==> src/hw/rtl/indexed_list_with_min_sum_macros.svh <==
// ----------------------------------------------------------------------------
// indexed list assertion macros
// concurrent property helpers used by ilms_back, the rtl file that checks itself
// ----------------------------------------------------------------------------
`ifndef INDEXED_LIST_WITH_MIN_SUM_MACROS_SVH
`define INDEXED_LIST_WITH_MIN_SUM_MACROS_SVH

// same-cycle implication, disabled during reset
`define ILMS_ASSERT(label, clk, rst_n, ante, cons, msg) \
  label: assert property (@(posedge clk) disable iff (!rst_n) (ante) |-> (cons)) \
    else $error(msg);

// next-cycle implication, disabled during reset
`define ILMS_ASSERT_NEXT(label, clk, rst_n, ante, cons, msg) \
  label: assert property (@(posedge clk) disable iff (!rst_n) (ante) |=> (cons)) \
    else $error(msg);

`endif

==> src/hw/rtl/ilms_pkg.sv <==
// ----------------------------------------------------------------------------
// ilms_pkg
// shared widths, request codes, status codes, command kinds and the command format
// ----------------------------------------------------------------------------
package ilms_pkg;

  localparam int CAPACITY = 64;
  localparam int ADDR_W   = (CAPACITY > 1) ? $clog2(CAPACITY) : 1;
  localparam int CNT_W    = ADDR_W + 1;
  localparam int OP_W     = 3;
  localparam int VAL_W    = 32;
  localparam int POS_W    = 8;
  localparam int ST_W     = 2;
  localparam int RES_W    = 38;
  localparam int KIND_W   = 3;
  localparam int Q_DEPTH  = 4;
  localparam int Q_PTR_W  = $clog2(Q_DEPTH);
  localparam int Q_CNT_W  = Q_PTR_W + 1;

  // request codes
  localparam logic [OP_W-1:0] OP_PRINT  = 3'd0;
  localparam logic [OP_W-1:0] OP_APPEND = 3'd1;
  localparam logic [OP_W-1:0] OP_DELETE = 3'd2;
  localparam logic [OP_W-1:0] OP_MIN    = 3'd3;
  localparam logic [OP_W-1:0] OP_SUM    = 3'd4;

  // status codes
  localparam logic [ST_W-1:0] ST_OK    = 2'd0;
  localparam logic [ST_W-1:0] ST_EMPTY = 2'd1;
  localparam logic [ST_W-1:0] ST_RANGE = 2'd2;
  localparam logic [ST_W-1:0] ST_FULL  = 2'd3;

  // classified command kinds
  localparam logic [KIND_W-1:0] KIND_IMM    = 3'd0;
  localparam logic [KIND_W-1:0] KIND_LIST   = 3'd1;
  localparam logic [KIND_W-1:0] KIND_APPEND = 3'd2;
  localparam logic [KIND_W-1:0] KIND_DELETE = 3'd3;
  localparam logic [KIND_W-1:0] KIND_MIN    = 3'd4;
  localparam logic [KIND_W-1:0] KIND_SUM    = 3'd5;

  typedef struct packed {
    logic [KIND_W-1:0]       kind;
    logic [ST_W-1:0]         status;
    logic signed [VAL_W-1:0] value;
    logic [ADDR_W-1:0]       pos;
  } cmd_t;

endpackage

==> src/hw/rtl/ilms_front.sv <==
// ----------------------------------------------------------------------------
// ilms_front
// accepts requests, tracks the list length and classifies each request;
// unused op codes are taken and dropped
module ilms_front (
  input  logic                          clk,
  input  logic                          rst_n,
  input  logic                          in_valid,
  output logic                          in_stall,
  input  logic [ilms_pkg::OP_W-1:0]     in_op,
  input  logic signed [ilms_pkg::VAL_W-1:0] in_item_value,
  input  logic [ilms_pkg::POS_W-1:0]    in_position,
  input  logic                          q_full,
  output logic                          push,
  output ilms_pkg::cmd_t                push_cmd
);
  import ilms_pkg::*;

  logic [CNT_W-1:0] cnt_r;
  logic [CNT_W-1:0] cnt_nxt;
  logic             accept;
  logic             is_empty;
  logic             is_full;
  logic             pos_bad;

  assign in_stall = q_full;
  assign accept   = in_valid && !q_full;
  assign is_empty = (cnt_r == '0);
  assign is_full  = (cnt_r >= CNT_W'(CAPACITY));
  assign pos_bad  = (in_position >= {{(POS_W-CNT_W){1'b0}}, cnt_r});

  always_comb begin
    push            = 1'b0;
    cnt_nxt         = cnt_r;
    push_cmd.kind   = KIND_IMM;
    push_cmd.status = ST_OK;
    push_cmd.value  = in_item_value;
    push_cmd.pos    = in_position[ADDR_W-1:0];
    if (accept) begin
      case (in_op)
        OP_PRINT: begin
          push = 1'b1;
          if (is_empty) begin
            push_cmd.status = ST_EMPTY;
          end else begin
            push_cmd.kind = KIND_LIST;
          end
        end
        OP_APPEND: begin
          push = 1'b1;
          if (is_full) begin
            push_cmd.status = ST_FULL;
          end else begin
            push_cmd.kind = KIND_APPEND;
            cnt_nxt       = cnt_r + 1'b1;
          end
        end
        OP_DELETE, OP_MIN: begin
          push = 1'b1;
          if (is_empty) begin
            push_cmd.status = ST_EMPTY;
          end else if (pos_bad) begin
            push_cmd.status = ST_RANGE;
          end else if (in_op == OP_DELETE) begin
            push_cmd.kind = KIND_DELETE;
            cnt_nxt       = cnt_r - 1'b1;
          end else begin
            push_cmd.kind = KIND_MIN;
          end
        end
        OP_SUM: begin
          push = 1'b1;
          if (!is_empty) begin
            push_cmd.kind = KIND_SUM;
          end
        end
        default: begin
          push = 1'b0;
        end
      endcase
    end
  end

  always_ff @(posedge clk) begin
    if (!rst_n) begin
      cnt_r <= '0;
    end else begin
      cnt_r <= cnt_nxt;
    end
  end

endmodule

==> src/hw/rtl/ilms_queue.sv <==
// ----------------------------------------------------------------------------
// ilms_queue
// short command queue between the classifier and the list engine
// ----------------------------------------------------------------------------
module ilms_queue (
  input  logic           clk,
  input  logic           rst_n,
  input  logic           push,
  input  ilms_pkg::cmd_t push_cmd,
  output logic           full,
  input  logic           pop,
  output ilms_pkg::cmd_t pop_cmd,
  output logic           empty
);
  import ilms_pkg::*;

  cmd_t               slot_r [Q_DEPTH];
  logic [Q_PTR_W-1:0] wr_ptr_r;
  logic [Q_PTR_W-1:0] rd_ptr_r;
  logic [Q_CNT_W-1:0] fill_r;
  logic               do_push;
  logic               do_pop;

  assign full    = (fill_r == Q_CNT_W'(Q_DEPTH));
  assign empty   = (fill_r == '0);
  assign do_push = push && !full;
  assign do_pop  = pop && !empty;
  assign pop_cmd = slot_r[rd_ptr_r];

  always_ff @(posedge clk) begin
    if (do_push) begin
      slot_r[wr_ptr_r] <= push_cmd;
    end
  end

  always_ff @(posedge clk) begin
    if (!rst_n) begin
      wr_ptr_r <= '0;
      rd_ptr_r <= '0;
      fill_r   <= '0;
    end else begin
      if (do_push) begin
        wr_ptr_r <= wr_ptr_r + 1'b1;
      end
      if (do_pop) begin
        rd_ptr_r <= rd_ptr_r + 1'b1;
      end
      if (do_push && !do_pop) begin
        fill_r <= fill_r + 1'b1;
      end else if (do_pop && !do_push) begin
        fill_r <= fill_r - 1'b1;
      end
    end
  end

endmodule

==> src/hw/rtl/ilms_back.sv <==
// ----------------------------------------------------------------------------
// ilms_back
// list engine: entry memory, walk over entries, result register
// ----------------------------------------------------------------------------
`include "indexed_list_with_min_sum_macros.svh"

module ilms_back (
  input  logic                              clk,
  input  logic                              rst_n,
  input  logic                              q_empty,
  input  ilms_pkg::cmd_t                    q_cmd,
  output logic                              q_pop,
  output logic                              out_valid,
  input  logic                              out_stall,
  output logic [ilms_pkg::ST_W-1:0]         out_status,
  output logic signed [ilms_pkg::RES_W-1:0] out_result_value,
  output logic                              out_last
);
  import ilms_pkg::*;

  localparam logic [1:0] S_IDLE   = 2'd0;
  localparam logic [1:0] S_WALK   = 2'd1;
  localparam logic [1:0] S_FINISH = 2'd2;

  logic signed [VAL_W-1:0] mem [CAPACITY];

  logic [1:0]              state_r,   state_nxt;
  logic [KIND_W-1:0]       kind_r,    kind_nxt;
  logic [ST_W-1:0]         status_r,  status_nxt;
  logic [CNT_W-1:0]        count_r,   count_nxt;
  logic [CNT_W-1:0]        start_r,   start_nxt;
  logic [CNT_W-1:0]        end_r,     end_nxt;
  logic [CNT_W-1:0]        iss_r,     iss_nxt;
  logic [CNT_W-1:0]        rd_idx_r,  rd_idx_nxt;
  logic                    rd_valid_r, rd_valid_nxt;
  logic signed [VAL_W-1:0] rd_data_r;
  logic signed [RES_W-1:0] acc_r,     acc_nxt;
  logic                    out_valid_r, out_valid_nxt;
  logic [ST_W-1:0]         out_status_r, out_status_nxt;
  logic signed [RES_W-1:0] out_value_r,  out_value_nxt;
  logic                    out_last_r,   out_last_nxt;

  logic                    out_free;
  logic                    consume;
  logic                    advance;
  logic                    rd_en;
  logic                    rd_last;
  logic                    rd_first;
  logic signed [RES_W-1:0] rd_ext;
  logic                    wr_en;
  logic [ADDR_W-1:0]       wr_addr;
  logic signed [VAL_W-1:0] wr_data;

  assign out_free = !out_valid_r || !out_stall;
  assign q_pop    = (state_r == S_IDLE) && !q_empty;
  assign consume  = rd_valid_r && ((kind_r != KIND_LIST) || out_free);
  assign advance  = !rd_valid_r || consume;
  assign rd_en    = (state_r == S_WALK) && advance && (iss_r < end_r);
  assign rd_last  = (rd_idx_r == end_r - 1'b1);
  assign rd_first = (rd_idx_r == start_r);
  assign rd_ext   = {{(RES_W-VAL_W){rd_data_r[VAL_W-1]}}, rd_data_r};

  always_comb begin
    state_nxt      = state_r;
    kind_nxt       = kind_r;
    status_nxt     = status_r;
    count_nxt      = count_r;
    start_nxt      = start_r;
    end_nxt        = end_r;
    iss_nxt        = iss_r;
    acc_nxt        = acc_r;
    out_status_nxt = out_status_r;
    out_value_nxt  = out_value_r;
    out_last_nxt   = out_last_r;
    out_valid_nxt  = out_valid_r && out_stall;
    wr_en          = 1'b0;
    wr_addr        = count_r[ADDR_W-1:0];
    wr_data        = q_cmd.value;
    rd_idx_nxt     = rd_en ? iss_r : rd_idx_r;
    rd_valid_nxt   = rd_en || (rd_valid_r && !consume);
    if (rd_en) begin
      iss_nxt = iss_r + 1'b1;
    end

    case (state_r)
      S_IDLE: begin
        if (q_pop) begin
          kind_nxt   = q_cmd.kind;
          status_nxt = ST_OK;
          acc_nxt    = '0;
          start_nxt  = '0;
          iss_nxt    = '0;
          end_nxt    = count_r;
          state_nxt  = S_WALK;
          case (q_cmd.kind)
            KIND_IMM: begin
              status_nxt = q_cmd.status;
              state_nxt  = S_FINISH;
            end
            KIND_APPEND: begin
              wr_en     = 1'b1;
              kind_nxt  = KIND_LIST;
              count_nxt = count_r + 1'b1;
              end_nxt   = count_r + 1'b1;
            end
            KIND_DELETE, KIND_MIN: begin
              start_nxt = {1'b0, q_cmd.pos};
              iss_nxt   = {1'b0, q_cmd.pos};
            end
            default: begin
              start_nxt = '0;
            end
          endcase
        end
      end
      S_WALK: begin
        if (consume) begin
          case (kind_r)
            KIND_LIST: begin
              out_valid_nxt  = 1'b1;
              out_status_nxt = ST_OK;
              out_value_nxt  = rd_ext;
              out_last_nxt   = rd_last;
            end
            KIND_MIN: begin
              if (rd_first || (rd_ext < acc_r)) begin
                acc_nxt = rd_ext;
              end
            end
            KIND_SUM: begin
              acc_nxt = acc_r + rd_ext;
            end
            KIND_DELETE: begin
              if (rd_first) begin
                acc_nxt = rd_ext;
              end else begin
                wr_en   = 1'b1;
                wr_addr = ADDR_W'(rd_idx_r - 1'b1);
                wr_data = rd_data_r;
              end
              if (rd_last) begin
                count_nxt = count_r - 1'b1;
              end
            end
            default: begin
              acc_nxt = acc_r;
            end
          endcase
          if (rd_last) begin
            state_nxt = (kind_r == KIND_LIST) ? S_IDLE : S_FINISH;
          end
        end
      end
      S_FINISH: begin
        if (out_free) begin
          out_valid_nxt  = 1'b1;
          out_status_nxt = status_r;
          out_value_nxt  = acc_r;
          out_last_nxt   = 1'b1;
          state_nxt      = S_IDLE;
        end
      end
      default: begin
        state_nxt = S_IDLE;
      end
    endcase
  end

  // entry memory, one write and one registered read per cycle
  always_ff @(posedge clk) begin
    if (wr_en) begin
      mem[wr_addr] <= wr_data;
    end
    if (rd_en) begin
      rd_data_r <= mem[iss_r[ADDR_W-1:0]];
    end
  end

  always_ff @(posedge clk) begin
    kind_r       <= kind_nxt;
    status_r     <= status_nxt;
    start_r      <= start_nxt;
    end_r        <= end_nxt;
    iss_r        <= iss_nxt;
    rd_idx_r     <= rd_idx_nxt;
    acc_r        <= acc_nxt;
    out_status_r <= out_status_nxt;
    out_value_r  <= out_value_nxt;
    out_last_r   <= out_last_nxt;
  end

  always_ff @(posedge clk) begin
    if (!rst_n) begin
      state_r     <= S_IDLE;
      count_r     <= '0;
      rd_valid_r  <= 1'b0;
      out_valid_r <= 1'b0;
    end else begin
      state_r     <= state_nxt;
      count_r     <= count_nxt;
      rd_valid_r  <= rd_valid_nxt;
      out_valid_r <= out_valid_nxt;
    end
  end

  assign out_valid        = out_valid_r;
  assign out_status       = out_status_r;
  assign out_result_value = out_value_r;
  assign out_last         = out_last_r;

  `ILMS_ASSERT(a_count_cap, clk, rst_n, 1'b1, count_r <= CNT_W'(CAPACITY), "count over capacity")
  `ILMS_ASSERT(a_rd_in_walk, clk, rst_n, rd_valid_r, state_r == S_WALK, "read data outside walk")
  `ILMS_ASSERT(a_walk_bounds, clk, rst_n, state_r == S_WALK, (iss_r <= end_r) && (end_r == count_r), "walk index out of bounds")
  `ILMS_ASSERT_NEXT(a_finish_out, clk, rst_n, (state_r == S_FINISH) && out_free, out_valid_r && out_last_r && (state_r == S_IDLE), "final result not loaded")

endmodule

==> src/hw/rtl/indexed_list_with_min_sum.sv <==
// ----------------------------------------------------------------------------
// indexed_list_with_min_sum
// ordered list of signed 32-bit values with print, append, delete,
// min-from-index and exact sum requests
// ----------------------------------------------------------------------------
// input channel: in_valid / in_stall with in_op, in_item_value, in_position;
// a request is taken when in_valid is high and in_stall is low
// result channel: out_valid / out_stall with out_status, out_result_value,
// out_last; out_last marks the final result of each request
// the front classifies a request in the cycle it is taken and queues it
// (four deep); in_stall rises only when that queue is full
// the list engine serves one request at a time from a one-read one-write
// memory, walking one entry per cycle except while out_stall holds a
// print or append walk; a list result passes the queue, a registered
// memory read and the result register, a status-only result skips the read
// out_stall holds the result register; a print or append walk pauses behind
// it, other walks run on and wait to load their final result, and requests
// keep queuing until the queue fills
// reset (rst_n low, synchronous) empties the list and the queue; memory
// contents are not cleared and need no clearing pass
// ----------------------------------------------------------------------------
module indexed_list_with_min_sum (
  input  logic                              clk,
  input  logic                              rst_n,
  input  logic                              in_valid,
  output logic                              in_stall,
  input  logic [ilms_pkg::OP_W-1:0]         in_op,
  input  logic signed [ilms_pkg::VAL_W-1:0] in_item_value,
  input  logic [ilms_pkg::POS_W-1:0]        in_position,
  output logic                              out_valid,
  input  logic                              out_stall,
  output logic [ilms_pkg::ST_W-1:0]         out_status,
  output logic signed [ilms_pkg::RES_W-1:0] out_result_value,
  output logic                              out_last
);
  import ilms_pkg::*;

  logic q_full;
  logic q_empty;
  logic push;
  logic q_pop;
  cmd_t push_cmd;
  cmd_t pop_cmd;

  ilms_front u_front (
    .clk           (clk),
    .rst_n         (rst_n),
    .in_valid      (in_valid),
    .in_stall      (in_stall),
    .in_op         (in_op),
    .in_item_value (in_item_value),
    .in_position   (in_position),
    .q_full        (q_full),
    .push          (push),
    .push_cmd      (push_cmd)
  );

  ilms_queue u_queue (
    .clk      (clk),
    .rst_n    (rst_n),
    .push     (push),
    .push_cmd (push_cmd),
    .full     (q_full),
    .pop      (q_pop),
    .pop_cmd  (pop_cmd),
    .empty    (q_empty)
  );

  ilms_back u_back (
    .clk              (clk),
    .rst_n            (rst_n),
    .q_empty          (q_empty),
    .q_cmd            (pop_cmd),
    .q_pop            (q_pop),
    .out_valid        (out_valid),
    .out_stall        (out_stall),
    .out_status       (out_status),
    .out_result_value (out_result_value),
    .out_last         (out_last)
  );

endmodule

==> config.mk <==
export PLATFORM = sky130hd
export DESIGN_NAME = indexed_list_with_min_sum
export DESIGN_NICKNAME = d
export VERILOG_FILES = /design/src/hw/rtl/ilms_pkg.sv /design/src/hw/rtl/ilms_front.sv /design/src/hw/rtl/ilms_queue.sv /design/src/hw/rtl/ilms_back.sv /design/src/hw/rtl/indexed_list_with_min_sum.sv
export VERILOG_INCLUDE_DIRS = /design/src /design/src/hw/rtl
export SDC_FILE = /design/constraint.sdc
export NUM_CORES = 2
export LEC_CHECK = 0
export BUFFER_PORTS_ARGS = -buffer_cell sky130_fd_sc_hd__buf_2
export CAP_MARGIN = 0
export CORE_UTILIZATION = 61
export DETAILED_ROUTE_END_ITERATION = 16
export PLACE_DENSITY_LB_ADDON = 0.2
export SLEW_MARGIN = 20
export SYNTH_ARGS = -nofsm -noshare
export SYNTH_HDL_FRONTEND = slang
export SYNTH_SLANG_ARGS = --single-unit
export TNS_END_PERCENT = 30
==> constraint.sdc <==
create_clock -name clk -period 8.3 [get_ports clk]
set_input_delay 1.66 -clock clk [delete_from_list [all_inputs] [get_ports clk]]
set_output_delay 1.66 -clock clk [all_outputs]
set_load 0.02 [all_outputs]
After elaboration in Yosys (flattened, before gate mapping)
Memory sizes are Yosys's and may differ from the RTL's. A register that Yosys moved wholly into a read port is not among the register bits.
Index checks and enable logic that the tools add are counted.
Storage, ports and cells
  register bits: 137
  bits in writable memories: 2220
  input port bits: 47
  output and inout port bits: 43
  word-level logic and storage cells: 189
  memories kept: 2
Memories
  u_back.mem: words 64, bits a word 32, rd ports 1, clocked after Yosys merged registers in 1, wr ports 1, RTL line ilms_back.sv:25  | logic signed [VAL_W-1:0] mem [CAPACITY];
  u_queue.slot_r: words 4, bits a word 43, rd ports 1, clocked after Yosys merged registers in 1, wr ports 1, RTL line ilms_queue.sv:17  | cmd_t slot_r [Q_DEPTH];
Operators by class
  add/subtract/negate cells: 12
  $lt $le $gt $ge: 4
  equal/unequal tests: 30
  mux-type cells: 81
  reductions and logical operators: 42
Operator list (count)
  2-to-1 mux 38 bit: 7
  case mux 38 bit (2 select lines): 2
  2-to-1 mux 32 bit: 4
  case mux 38 bit (3 select lines): 1
  2-to-1 mux 7 bit: 12
  adder 38 x 32 -> 38 bit: 1
  < comparator 32 x 38 -> 1 bit: 1
  2-to-1 mux 2 bit: 15
  2-to-1 mux 6 bit: 5
  case mux 7 bit (2 select lines): 2
  adder 7 x 1 -> 7 bit (second input constant): 3
  subtractor 7 x 1 -> 7 bit (second input constant): 3
  2-to-1 mux 1 bit: 19
  2-to-1 mux 3 bit: 6
  equality test 3 x 2 -> 1 bit (second input constant): 5
  equality test 3 bit (second input constant): 5
  equality test 7 bit: 2
  inequality test 2 bit (second input constant): 6
  case mux 2 bit (3 select lines): 2
  case mux 3 bit (4 select lines): 1
  AND reduction 6 bit: 2
  logical AND 1 bit: 11
  zero test 3 bit: 3
  >= comparator 8 x 7 -> 1 bit: 1
  27 further kinds: 50

Longest topological paths before layout
  word-level depth: 10
  gate-level depth with buffers: 12
  depth with buffers taken out: 12

Modules after synthesis
From an unflattened synthesis, not the netlist that was laid out.
Unflattened totals
  cells, all modules: 4424
  area total of the unflattened synthesis: 96010.8 um2
By module, submodules not included
  ilms_back: instances 1, cells each 4003, area an instance 88093.2 um2, sequential area each 65943.2 um2
  ilms_queue: instances 1, cells each 273, area an instance 6749.0 um2, sequential area each 5345.1 um2
  ilms_front: instances 1, cells each 148, area an instance 1168.6 um2, sequential area each 140.1 um2

Worst setup path before layout
No wires, ideal clock.
  path kind: reg-to-reg
  from: reg u_back.rd_idx_r[2]
  to: mem u_back.mem[0][0] (data pin)
  arrival time: 3827 ps
  data required time: 7598 ps
  path slack: 3771 ps
  stages on the path, launching flop included: 8
  buffers on the path: 2
  path through: edfxtp_1 clkbuf_1 xor2_1 nor4_1 nand4_1 nand4_1 clkbuf_1 o21ai_0
On the way
  cells in the longest elaborated chain, start to end: 5
Ends and longest elaborated chain
  start, declared: RTL line ilms_back.sv:34  | logic [CNT_W-1:0] rd_idx_r, rd_idx_nxt;
  start signal, assigned: RTL line ilms_back.sv:185  | rd_idx_r <= rd_idx_nxt;
  equality test 7 bit: RTL line ilms_back.sv:60  | assign rd_first = (rd_idx_r == start_r);
  2-to-1 mux 32 bit: RTL line ilms_back.sv:134  | if (rd_first) begin
  2-to-1 mux 32 bit: RTL line ilms_back.sv:118  | case (kind_r)
  2-to-1 mux 32 bit: RTL line ilms_back.sv:117  | if (consume) begin
  2-to-1 mux 32 bit: RTL line ilms_back.sv:85  | case (state_r)
  named net u_back.wr_data[0]: RTL line ilms_back.sv:52  | logic signed [VAL_W-1:0] wr_data;
  end, declared: RTL line ilms_back.sv:25
The timed path passes the listed nets, and every way through them passes these cells.

==> results.toml <==
[power]
pwr-share-seq_pct = 45.0
p_per_area_mw_per_mm2 = 326
vdd_drop_max_uv = 258
p_sw_share_pct = 30.2
power_switching_mw = 10.5
pwr-share-comb_pct = 26.1
pwr-share-clk_pct = 28.9
leakagePower_nw = 33.2
internal_power_mw = 24.2

[timing]
rsz0062_at_grt = "no"
finalCritPeriodShare_pct = 63.3
setup_slack_ns = 3.04
fin_crit_ns = 5.26
fmax_mhz = 190
slew-limit-headroom_pct = 24.6
finalSetupViolCount = 0
slew_violations = 0
tightestPinTransition_ns = 1.13
clock_skew_ns = 0.0396
tns_ns = 0
hold_viol_final = 0

[clock_network]
h-tree-depth = 4
root_buffer = "clkbuf_16"
cts_setup_buffers = 0
cts_tree = "built"
clk_pin_slew_worst_paths_ns = 0.06
clk_latency_ns = 0.85
hold_buffers = 0
cts.sinks = 2390
cts_made_buffers = 224
cts_buffer_depth = 3
cts-resized-gates = 0

[final_layout]
drive_gt1_share_pct = 28.0
synthToLayoutAreaGrowth_pct = 11.6
nets = 4889
layout_common_cells = "edfxtp_1, mux4_2, clkbuf_16"
final_common_cell = "edfxtp_1"

[grt]
grt_max_degree = 148
grt_pass1_vias = 46400
grt_pass1_wl_microns = 319000
grt_antenna_before_repair = 15
track_usage_pct = 28.3
grt_overflow = 0

[place]
place_congestion = 0.882
place_ws_ns = 3.22
dp_hpwl_microns = 125000
portBuffers = 89

[synth]
synth-edff-count = 2356
yosysSeqAreaShare_pct = 74.8
ys.flop_type = "edfxtp_1"
syn-num-nets = 4669
syn_avg_cell_area_sq_um = 21.2
syn_inst = 4513
synthArstFlopShare_pct = 0
yosys_warnings = 0
synth-seq-cells = 2390
netlist_area_sq_mm = 0.0955
ys_types = 74

[route]
drc = 0
drtAntennaViolNets = 0
wl_per_cell_microns = 31.6
vias = 46500
drt_iter0_markers = 5644
finalWirelength_microns = 220000
avgViaCountPerCell = 6.68
dr.pass1.iters = 6

[critical_path]
required_ns = 8.76
reg2reg_depth = 8
critPathKind = "flop to flop"
crit_path_start_kind = "flop"
critPathArrivalTime_ns = 5.72
crit_path_end_kind = "flop"
crit_fanout = 43

[status]
status = "finished, final reports clean"

[floorplanning]
io_pins = 90
die-width_microns = 398
core_area_sq_mm = 0.155
die_h_microns = 398
rows = 144
dieArea_sq_mm = 0.158
start_util_pct = 61.7

[hold_path]
hold_class = "flop to flop"
hold_depth = 2

[flow_run]
drv_cap = 0
## power by group through the flow
| stage | combinational (mW) | sequential (mW) | clock (mW) |
|---|---|---|---|
| final | 9.08 | 15.6 | 10.0 |
| after global routing | 9.69 | 15.7 | 10.6 |
| after CTS | 9.04 | 15.6 | 10.2 |
| after detailed placement | 8.97 | 15.9 | 0 |
| after global placement | 8.80 | 15.9 | 0 |
| after floorplan | 6.14 | 15.7 | 0 |
## flip-flops by register name, summed over array words and instances (netlist names), 32 cells and up, named ones only
| signal | cells |
|---|---|
| u_back.out_result_value | 38 |
| u_back.rd_data_r | 32 |
| u_back.mem | 2048 |
| u_queue.slot_r | 172 |
| u_back.acc_r | 38 |
## kinds of logic (layout without fill, tap and decap cells)
kind of cell	count (synthesis)	after routing	share of synthesized area [%]
other	0	5	0
and+or+nand+nor	533	533	2.60
DFF	2390	2390	74.8
muxes	749	749	16.9
AOI/OAI and AO/OA	329	329	2.20
adders and majority gates	109	109	1.45
xor gates and xnor gates	77	77	0.706
buffers and inverters	326	726	1.32
## cell type report
| cell class | count | area, sq um |
|---|---|---|
| flip-flops and latches | 2390 | 71500 |
| fillers | 9282 | 48200 |
| multi-input cells | 1797 | 23500 |
| clock buffers | 275 | 5840 |
| well taps | 2044 | 2560 |
| repair buffers | 210 | 1450 |
| clock inverters | 131 | 1330 |
| inverters | 110 | 413 |
| diodes | 5 | 12.5 |
## stage by stage
step	util (%)	power (mW)	instance area [sq um]	hold slack, ns	cells
6_report	68.8	34.8	107000	0.501	6962
5_1_grt	68.8	36.0	107000	0.526	6957
2_1_floorplan	-	21.8	95500	0.435	4513
3_3_place_gp	64.1	24.7	99300	0.474	6551
4_1_cts	68.8	34.9	106000	0.508	6957
3_5_place_dp	64.2	24.9	99300	0.500	6551
## cells in the mapped netlist, types with 24 or more instances
cell type | instances | area share [%]
dfxtp_1 | 34 | 0.71
xor2_1 | 24 | 0.22
nor2b_1 | 48 | 0.31
nor3_1 | 26 | 0.14
nand2_1 | 172 | 0.68
mux2i_1 | 31 | 0.32
a211oi_1 | 48 | 0.38
buf_1 | 48 | 0.19
a21oi_1 | 118 | 0.62
edfxtp_1 | 2356 | 74
clkbuf_1 | 147 | 0.58
ha_1 | 106 | 1.4
nor2_1 | 171 | 0.67
o21ai_0 | 55 | 0.29
mux2_2 | 29 | 0.34
xnor2_1 | 53 | 0.49
mux4_2 | 689 | 16
inv_1 | 108 | 0.42
## critical path, stage by stage, from the launching register on
cell and delay, ns:
dfxtp_4 0.94, mux4_2 0.69, nor3b_4 0.48, nand2_1 0.25, nor2_1 0.20, nand2_1 0.07, o21ai_0 0.41, nand2_1 0.74
nor2_4 1.04
## worst paths after layout
check | from | end | slack (ns)
hold reg to reg | u_front.cnt_r[4]$_SDFFE_PN0P_ | u_front.cnt_r[4]$_SDFFE_PN0P_ | 0.50
setup / recovery | flop | u_back.mem[19][8]$_DFFE_PP_ | 3.04
setup reg to reg | flop | u_back.mem[19][8]$_DFFE_PP_ | 3.04
hold / removal | u_front.cnt_r[4]$_SDFFE_PN0P_ | u_front.cnt_r[4]$_SDFFE_PN0P_ | 0.50
## routing by layer
layer	up-vias	track usage, %	routed length, microns
li1	19100	-	-
met5	-	0	13
met2	2503	44.9	107000
met4	2	6.33	4570
met1	24600	42.0	87900
met3	335	4.83	20200
Power figures use the tool's default switching activity.
